[src/sv/wav_pcm_to_float_converter_macros.svh]
// ----------------------------------------------------------------------------
// WAV converter assertion macros
// Concurrent assertion wrappers, empty when SYNTHESIS is defined.
// ----------------------------------------------------------------------------
`ifndef WAV_PCM_TO_FLOAT_CONVERTER_MACROS_SVH
`define WAV_PCM_TO_FLOAT_CONVERTER_MACROS_SVH
`ifndef SYNTHESIS
`define WPF_ASSERT_IMP(label, clk, rst_n, ante, cons) \
  label: assert property (@(posedge clk) disable iff (!rst_n) (ante) |-> (cons)) \
    else $error("assertion failed");
`define WPF_ASSERT_NXT(label, clk, rst_n, ante, cons) \
  label: assert property (@(posedge clk) disable iff (!rst_n) (ante) |=> (cons)) \
    else $error("assertion failed");
`else
`define WPF_ASSERT_IMP(label, clk, rst_n, ante, cons)
`define WPF_ASSERT_NXT(label, clk, rst_n, ante, cons)
`endif
`endif

[src/sv/wpf_pkg.sv]
// ----------------------------------------------------------------------------
// WAV converter package
// Register indexes, widths and the float conversion functions.
// ----------------------------------------------------------------------------
package wpf_pkg;

  localparam int CfgIdxW = 1;
  localparam logic [CfgIdxW-1:0] REG_BITS_PER_SAMPLE = 1'd0;
  localparam logic [CfgIdxW-1:0] REG_FLOAT_FORMAT    = 1'd1;
  localparam logic [6:0] BPS_RESET = 7'd16;

  // Signed integer (two's complement, 32 bits, value already in top bits)
  // times 2^-k as float32. Leading-one search is a priority encoder.
  function automatic logic [31:0] int32_to_f32(input logic [31:0] raw,
                                               input logic [7:0] k);
    logic        sgn;
    logic [31:0] mag;
    logic [4:0]  p;
    logic [31:0] nrm;
    logic [24:0] q;
    logic        rnd;
    logic [7:0]  expo;
    sgn = raw[31];
    mag = sgn ? (~raw + 32'd1) : raw;
    p = 5'd0;
    for (int i = 0; i < 32; i++) begin
      if (mag[i]) p = 5'(i);
    end
    nrm = mag << (5'd31 - p);
    // nrm[31] is the hidden bit; 8 bits below the mantissa decide rounding
    rnd = nrm[7] && ((nrm[6:0] != 7'd0) || nrm[8]);
    q = {1'b0, nrm[31:8]} + {24'd0, rnd};
    expo = 8'(p) + 8'd127 - k;
    if (raw == 32'd0) return 32'd0;
    return {sgn, 31'({expo - 8'd1, 23'd0}) + 31'(q)};
  endfunction

  // float64 to float32, round to nearest even.
  function automatic logic [31:0] f64_to_f32(input logic [63:0] d);
    logic        sgn;
    logic [10:0] e;
    logic [51:0] f;
    logic [52:0] sig;
    logic [11:0] fexp;
    logic [5:0]  sh;
    logic [53:0] qq;
    logic [63:0] lost, half;
    logic        half_hit, above, odd;
    logic [30:0] bits;
    logic [31:0] tmp;
    logic [35:0] wide;
    sgn = d[63];
    e = d[62:52];
    f = d[51:0];
    sig = (e != 11'd0) ? {1'b1, f} : {1'b0, f};
    fexp = ((e != 11'd0) ? {1'b0, e} : 12'd1) - 12'd896;
    bits = 31'd0;
    if (e == 11'h7FF) begin
      tmp = (f == 52'd0) ? {sgn, 31'h7F800000}
                         : {sgn, 31'h7FC00000 | 31'(f[51:29])};
      return tmp;
    end
    if (!fexp[11] && fexp != 12'd0) begin
      // normal range: shift by 29, wide enough to see overflow
      odd = sig[29];
      half_hit = sig[28];
      above = sig[27:0] != 28'd0;
      qq = {30'd0, sig[52:29]} + {53'd0, half_hit && (above || odd)};
      wide = (({24'd0, fexp} - 36'd1) << 23) + 36'(qq);
      if (wide >= 36'h7F800000) bits = 31'h7F800000;
      else bits = wide[30:0];
    end else begin
      // sh = 30 - fexp, fexp <= 0
      if ((12'd0 - fexp) <= 12'd30) begin
        sh = 6'd30 + 6'(12'd0 - fexp);
        qq = {1'b0, sig} >> sh;
        lost = {11'd0, sig} & ((64'd1 << sh) - 64'd1);
        half = 64'd1 << (sh - 6'd1);
        half_hit = lost == half;
        above = lost > half;
        bits = 31'(qq) + 31'(above || (half_hit && qq[0]));
      end
    end
    return {sgn, bits};
  endfunction

endpackage

[src/sv/wav_pcm_to_float_converter.sv]
// out_tvalid rises in the cycle after the last byte of a sample is accepted.
// Throughput: one byte per cycle while the single result register is empty or
// being read; input stalls while a result waits and out_tready is low.
// Conversion is one level of logic between the byte register state and
// the result register. Synchronous active-low reset: registers 16-bit PCM.
// ----------------------------------------------------------------------------
// WAV PCM to float32 converter
// Assembles little-endian sample bytes and converts each sample to float32.
// ----------------------------------------------------------------------------
`include "wav_pcm_to_float_converter_macros.svh"
module wav_pcm_to_float_converter (
  input  logic        clk,
  input  logic        rst_n,
  input  logic        in_tvalid,
  output logic        in_tready,
  input  logic [7:0]  in_tdata,   // [7:0] data_byte
  input  logic        in_tuser,   // [0] restart
  output logic        out_tvalid,
  input  logic        out_tready,
  output logic [31:0] out_tdata,  // [31:0] sample_float
  input  logic        cfg_valid,
  output logic        cfg_ready,
  input  logic [wpf_pkg::CfgIdxW-1:0] cfg_index,
  input  logic [6:0]  cfg_data
);
  import wpf_pkg::*;

  logic [6:0]  bps_r;
  logic        flt_r;
  logic [63:0] asm_r, asm_nxt;
  logic [2:0]  pos_r, pos_nxt;
  logic        ov_r, ov_nxt;
  logic [31:0] od_r, od_nxt;
  logic [3:0]  need;
  logic        in_acc, done;
  logic [63:0] merged, word;
  logic [31:0] res;

  assign cfg_ready = 1'b1;
  assign in_tready = !ov_r || out_tready;
  assign in_acc = in_tvalid && in_tready;
  assign out_tvalid = ov_r;
  assign out_tdata = od_r;

  // sample length in bytes, zero for unsupported modes
  always_comb begin
    unique case (bps_r)
      7'd16: need = 4'd2;
      7'd24: need = 4'd3;
      7'd32: need = 4'd4;
      7'd64: need = flt_r ? 4'd8 : 4'd0;
      default: need = 4'd0;
    endcase
  end

  // byte assembly and conversion
  always_comb begin
    logic [63:0] base;
    logic [2:0]  p;
    base = in_tuser ? 64'd0 : asm_r;
    p = in_tuser ? 3'd0 : pos_r;
    merged = base | ({56'd0, in_tdata} << {p, 3'd0});
    done = ({1'b0, p} + 4'd1) >= need;
    word = merged;
    res = 32'd0;
    asm_nxt = asm_r;
    pos_nxt = pos_r;
    unique case (need)
      4'd2: res = int32_to_f32({merged[15:0], 16'd0}, 8'd31);
      4'd3: res = int32_to_f32({merged[23:0], 8'd0}, 8'd31);
      4'd4: res = flt_r ? merged[31:0] : int32_to_f32(merged[31:0], 8'd31);
      default: res = f64_to_f32(word);
    endcase
    if (in_acc) begin
      if (need == 4'd0 || done) begin
        asm_nxt = 64'd0;
        pos_nxt = 3'd0;
      end else begin
        asm_nxt = merged;
        pos_nxt = p + 3'd1;
      end
    end
  end

  // result register
  always_comb begin
    ov_nxt = ov_r && !out_tready;
    od_nxt = od_r;
    if (in_acc && need != 4'd0 && done) begin
      ov_nxt = 1'b1;
      od_nxt = res;
    end
  end

  always_ff @(posedge clk) begin
    if (!rst_n) begin
      bps_r <= BPS_RESET;
      flt_r <= 1'b0;
      asm_r <= 64'd0;
      pos_r <= 3'd0;
      ov_r  <= 1'b0;
    end else begin
      asm_r <= asm_nxt;
      pos_r <= pos_nxt;
      ov_r  <= ov_nxt;
      if (cfg_valid) begin
        unique case (cfg_index)
          REG_BITS_PER_SAMPLE: bps_r <= cfg_data;
          REG_FLOAT_FORMAT:    flt_r <= cfg_data[0];
          default: ;
        endcase
      end
    end
  end

  always_ff @(posedge clk) begin
    od_r <= od_nxt;
  end

  `WPF_ASSERT_NXT(a_stall_hold, clk, rst_n, out_tvalid && !out_tready, out_tvalid)
  `WPF_ASSERT_IMP(a_pos_range, clk, rst_n, 1'b1, {1'b0, pos_r} < 4'd8)
  `WPF_ASSERT_NXT(a_unsup_clear, clk, rst_n, in_acc && need == 4'd0, pos_r == 3'd0)
  `WPF_ASSERT_IMP(a_ready, clk, rst_n, !out_tvalid, in_tready)

endmodule
[config.mk]
export PLATFORM = sky130hd
export DESIGN_NAME = wav_pcm_to_float_converter
export DESIGN_NICKNAME = d
export VERILOG_FILES = /design/src/sv/wpf_pkg.sv /design/src/sv/wav_pcm_to_float_converter.sv
export VERILOG_INCLUDE_DIRS = /design/src /design/src/sv
export SDC_FILE = /design/constraint.sdc
export NUM_CORES = 1
export LEC_CHECK = 0
export ABC_AREA = 1
export BUFFER_PORTS_ARGS = -buffer_cell sky130_fd_sc_hd__buf_2
export CORE_UTILIZATION = 40
export CTS_BUF_LIST = sky130_fd_sc_hd__clkbuf_16
export DETAILED_ROUTE_END_ITERATION = 10
export MAX_ROUTING_LAYER = met4
export PLACE_DENSITY = 0.55
export SLEW_MARGIN = 5
export SYNTH_ARGS = -nofsm -noshare
export SYNTH_HDL_FRONTEND = slang
export SYNTH_SLANG_ARGS = --single-unit
[constraint.sdc]
create_clock -name clk -period 9.8 [get_ports clk]
set_input_delay 0.49 -clock clk [delete_from_list [all_inputs] [get_ports clk]]
set_output_delay 0.49 -clock clk [all_outputs]
set_load 0.01 [all_outputs]
==> results.sh <==
export IMPL_drc_errors=0
export IMPL_tritoncts="done"
export IMPL_dr_first_iter_drc_count=3233
export IMPL_worst_path_max_fanout=46
export IMPL_post_synth_inst_count=4060
export IMPL_min_period_over_period_pct=93.90
export IMPL_synthesis_yosys_warnings=0
export IMPL_synth_nets=4163
export IMPL_final_max_slew_violation_count=0
export IMPL_worstPathRequired_ns=9.92
export IMPL_layout_area_overhead_vs_synth_pct=7.057
export IMPL_drt_antenna_violating_nets=0
export IMPL_peakVddDrop_v=0.0001460
export IMPL_worstHoldEndpoint="bps_r[4]"
export IMPL_number_of_global_route_vias_before_repair=25380
export IMPL_detailroute_via_count=27770
export IMPL_path_class="reg -> reg"
export IMPL_grt_ovfl_total=0
export IMPL_final_report_setup_violation_count=0
export IMPL_layout_cells_most_common_list="sky130_fd_sc_hd__nand2_1 (1059), sky130_fd_sc_hd__nor2_1 (474), sky130_fd_sc_hd__inv_1 (456), sky130_fd_sc_hd__o21ai_0 (456), sky130_fd_sc_hd__nand3_1 (374)"
export IMPL_clock_path_buffers=2
export IMPL_power_share_clock_pct=8.8
export IMPL_worst_skew_pair_late_latency_ns=0.40
export IMPL_synth_area_per_cell_sq_um=5.363
export IMPL_final_layout_size_suffix_gt1_share_pct=8.646
export IMPL_synthesized_cell_area_sq_mm=0.02177
export IMPL_layout_commonest_cell="sky130_fd_sc_hd__nand2_1"
export IMPL_async_reset_ff_share_pct=0
export IMPL_max_cap_viol_count=0
export IMPL_clock_root_buffer="sky130_fd_sc_hd__clkbuf_16"
export IMPL_grt_total_usage_pct=38.84
export IMPL_worstHoldStart="cfg_data[4]"
export IMPL_count_of_placed_standard_cells_including_taps=4722
export IMPL_grt_max_degree=103
export IMPL_numCtsBuffers=9
export IMPL_wire_per_inst_um=22.54
export IMPL_worstSetupEndpointType="register"
export IMPL_crit_path_start_kind="register"
export IMPL_finalWeightedCongestion=1.077
export IMPL_timing_max_slew_rel_slack_pct=5.234
export IMPL_ios=57
export IMPL_antenna_found_initial=1
export IMPL_p_sw_share_pct=62.17
export IMPL_clock_tree_htree_level_count=3
export IMPL_drt_pre_antenna_iters=8
export IMPL_dp_hpwl_mm=84.88
export IMPL_timing_worst_slew_pin_value_ns=1.421
export IMPL_r2r_setup_slack_ns=0.60
export IMPL_post_route_cell_area_sq_mm=0.02331
export IMPL_hp_class="in -> reg"
export IMPL_sequentialPowerShare_pct=10.9
export IMPL_cts_clk_slew_worst_paths_ns=0.08
export IMPL_number_of_nets_at_the_end_of_the_flow=4146
export IMPL_net_switching_power_w=0.002961
export IMPL_fmax_ghz=0.1087
export IMPL_clkSinkCount=108
export IMPL_finalHoldViolations=0
export IMPL_routed_wl_mm=106.9
export IMPL_r2r_end="out_tdata[8]"
export IMPL_grt_pass1_wl_mm=158.8
export IMPL_slowest_cell_delay_on_critical_path_ns=0.45
export IMPL_fp_row_count=85
export IMPL_crit_reg2reg_launch="pos_r[0]"
export IMPL_yosysUniqueCellTypes=84
export IMPL_final_min_clock_period_ns=9.202
export IMPL_synth_seq_cells=108
export IMPL_ys_seq_area_share_pct=11.40
export IMPL_effective_utilization_at_floorplan_pct=40.46
export IMPL_pre_cts_ws_ns=-0.6466
export IMPL_commonest_register_cell_after_synthesis="sky130_fd_sc_hd__dfxtp_1"
export IMPL_finalSetupTns_ns=0
export IMPL_vias_per_cell=5.853
export IMPL_finalClockSkew_ns=0.02125
export IMPL_chipWidth_um=235.3
export IMPL_pwr_density_cell_mw_per_mm2=204.3
export IMPL_final_setup_worst_slack_ns=0.5981
export IMPL_arrival_ns=9.32
export IMPL_cts_hold_repair_buffers=0
export IMPL_crit_slowest_cell="sky130_fd_sc_hd__buf_4"
export IMPL_place_area_sq_mm=0.02283
export IMPL_r2r_worst_path_cells=49
export IMPL_coreArea_sq_mm=0.05381
export IMPL_floorplan_die_height_um=235.3
export IMPL_run_status="completed"
export IMPL_layout_cells_non_filler=4745
export IMPL_power_leakage_nw=10.78
export IMPL_placement_io_buffers=55
export IMPL_postLayoutCoreUtil_pct=43.32
export IMPL_floorplan_die_area_sq_mm=0.05537
export IMPL_synth_edff_count=32
export IMPL_worst_hold_path_num_cells=3
export IMPL_power_report_internal_total_w=0.001802
export IMPL_p_comb_share_pct=80.3
metal layers:
metal  up-vias  global-route usage (%)  part of all wire, %
met1     12560                   46.46                   39
li1      13390                       -                    -
met5         -                       -                    0
met4         0                   28.46                  8.7
met3       375                   5.781                  8.7
met2      1448                   59.37                   43
registers in the layout (all words and copies together) (netlist names):
signal      flops
pos_r           3
out_tdata      32
asm_r          64
out_tvalid      1
flt_r           1
bps_r           7
logic make-up after synthesis:
group,synth area share [%]
xor+xnor,4.379
mux,0.3678
fa+ha+maj,4.655
buf+inv,13.10
other cells,0.01722
compound gates,22.85
flops,11.40
simple gates,43.22
power by group through the flow:
| stage | sequential (W) | clock [W] | combinational, W |
|---|---|---|---|
| global route | 0.000521 | 0.000432 | 0.00418 |
| floorplan | 0.000528 | 0 | 0.00261 |
| detailed placement | 0.000528 | 0 | 0.00364 |
| global placement | 0.000529 | 0 | 0.00367 |
| finish | 0.000518 | 0.000419 | 0.00383 |
| CTS | 0.000518 | 0.000419 | 0.00366 |
Yosys cell counts, types with 15 or more instances:
master,n,area [sq um]
sky130_fd_sc_hd__nand3_1,374,1872
sky130_fd_sc_hd__xnor2_1,15,131.4
sky130_fd_sc_hd__o21a_1,19,142.6
sky130_fd_sc_hd__xor2_1,87,762.0
sky130_fd_sc_hd__buf_2,46,230.2
sky130_fd_sc_hd__clkbuf_1,118,442.9
sky130_fd_sc_hd__nand4_1,55,344.1
sky130_fd_sc_hd__nor2_1,482,1809
sky130_fd_sc_hd__edfxtp_1,32,960.9
sky130_fd_sc_hd__nor3_1,79,395.4
sky130_fd_sc_hd__inv_1,460,1727
sky130_fd_sc_hd__buf_4,16,120.1
sky130_fd_sc_hd__o211ai_1,32,240.2
sky130_fd_sc_hd__dfxtp_1,76,1521
sky130_fd_sc_hd__o21ai_1,26,130.1
sky130_fd_sc_hd__nand2_1,1060,3979
sky130_fd_sc_hd__ha_1,81,1013
sky130_fd_sc_hd__inv_2,31,116.4
sky130_fd_sc_hd__o21ai_0,457,2287
sky130_fd_sc_hd__nor2_2,22,137.6
sky130_fd_sc_hd__a21oi_1,212,1061
sky130_fd_sc_hd__nor4_1,18,112.6
sky130_fd_sc_hd__a31oi_1,20,125.1
area by class of cell:
type | instances | area [sq um]
antenna | 1 | 2.502
clock buffer | 9 | 225.2
inverter | 501 | 1896
tap | 696 | 870.8
clock inverter | 7 | 83.83
timing repair buffer | 174 | 1169
multi-input combinational | 3249 | 16580
sequential | 108 | 2484
fill | 6090 | 30500
per-stage QoR:
step,hold slack [ns],total power (W)
4_1_cts,0.3159,0.004602
5_1_grt,0.3445,0.005133
6_report,0.3186,0.004763
3_5_place_dp,0.4631,0.004167
2_1_floorplan,0.4447,0.003141
3_3_place_gp,0.4650,0.004197
how the worst max path moves through the flow:
stage | slack [ns] | startpoint | cells past startpoint | to
after floorplan | 0.66 | in_tuser | 64 | out_tdata[16]
after global placement | -0.41 | in_tuser | 61 | out_tdata[8]
after detailed placement | -0.65 | in_tuser | 61 | out_tdata[8]
after CTS | 0.17 | pos_r[1] | 57 | out_tdata[8]
after global routing | -0.03 | pos_r[0] | 62 | out_tdata[19]
final | 0.60 | pos_r[0] | 49 | out_tdata[8]
worst max-delay path: cells and delay by family, from the launching register on:
kind | cells | cell delay [ns]
buffers and inverters | 12 | 1.77
AND/OR/NAND/NOR | 22 | 3.71
AO/OA/AOI/OAI | 10 | 1.83
adder cells (fa/ha/maj) | 5 | 1.22
flip-flops | 1 | 0.35
repair_timing:
item | 4_1_cts | 5_1_grt
gates resized for setup | 3 | 31
setup endpoints to repair | 2 | 28
setup buffers | 0 | 5
pin swaps | 0 | 7
Power figures use the tool's default switching activity.
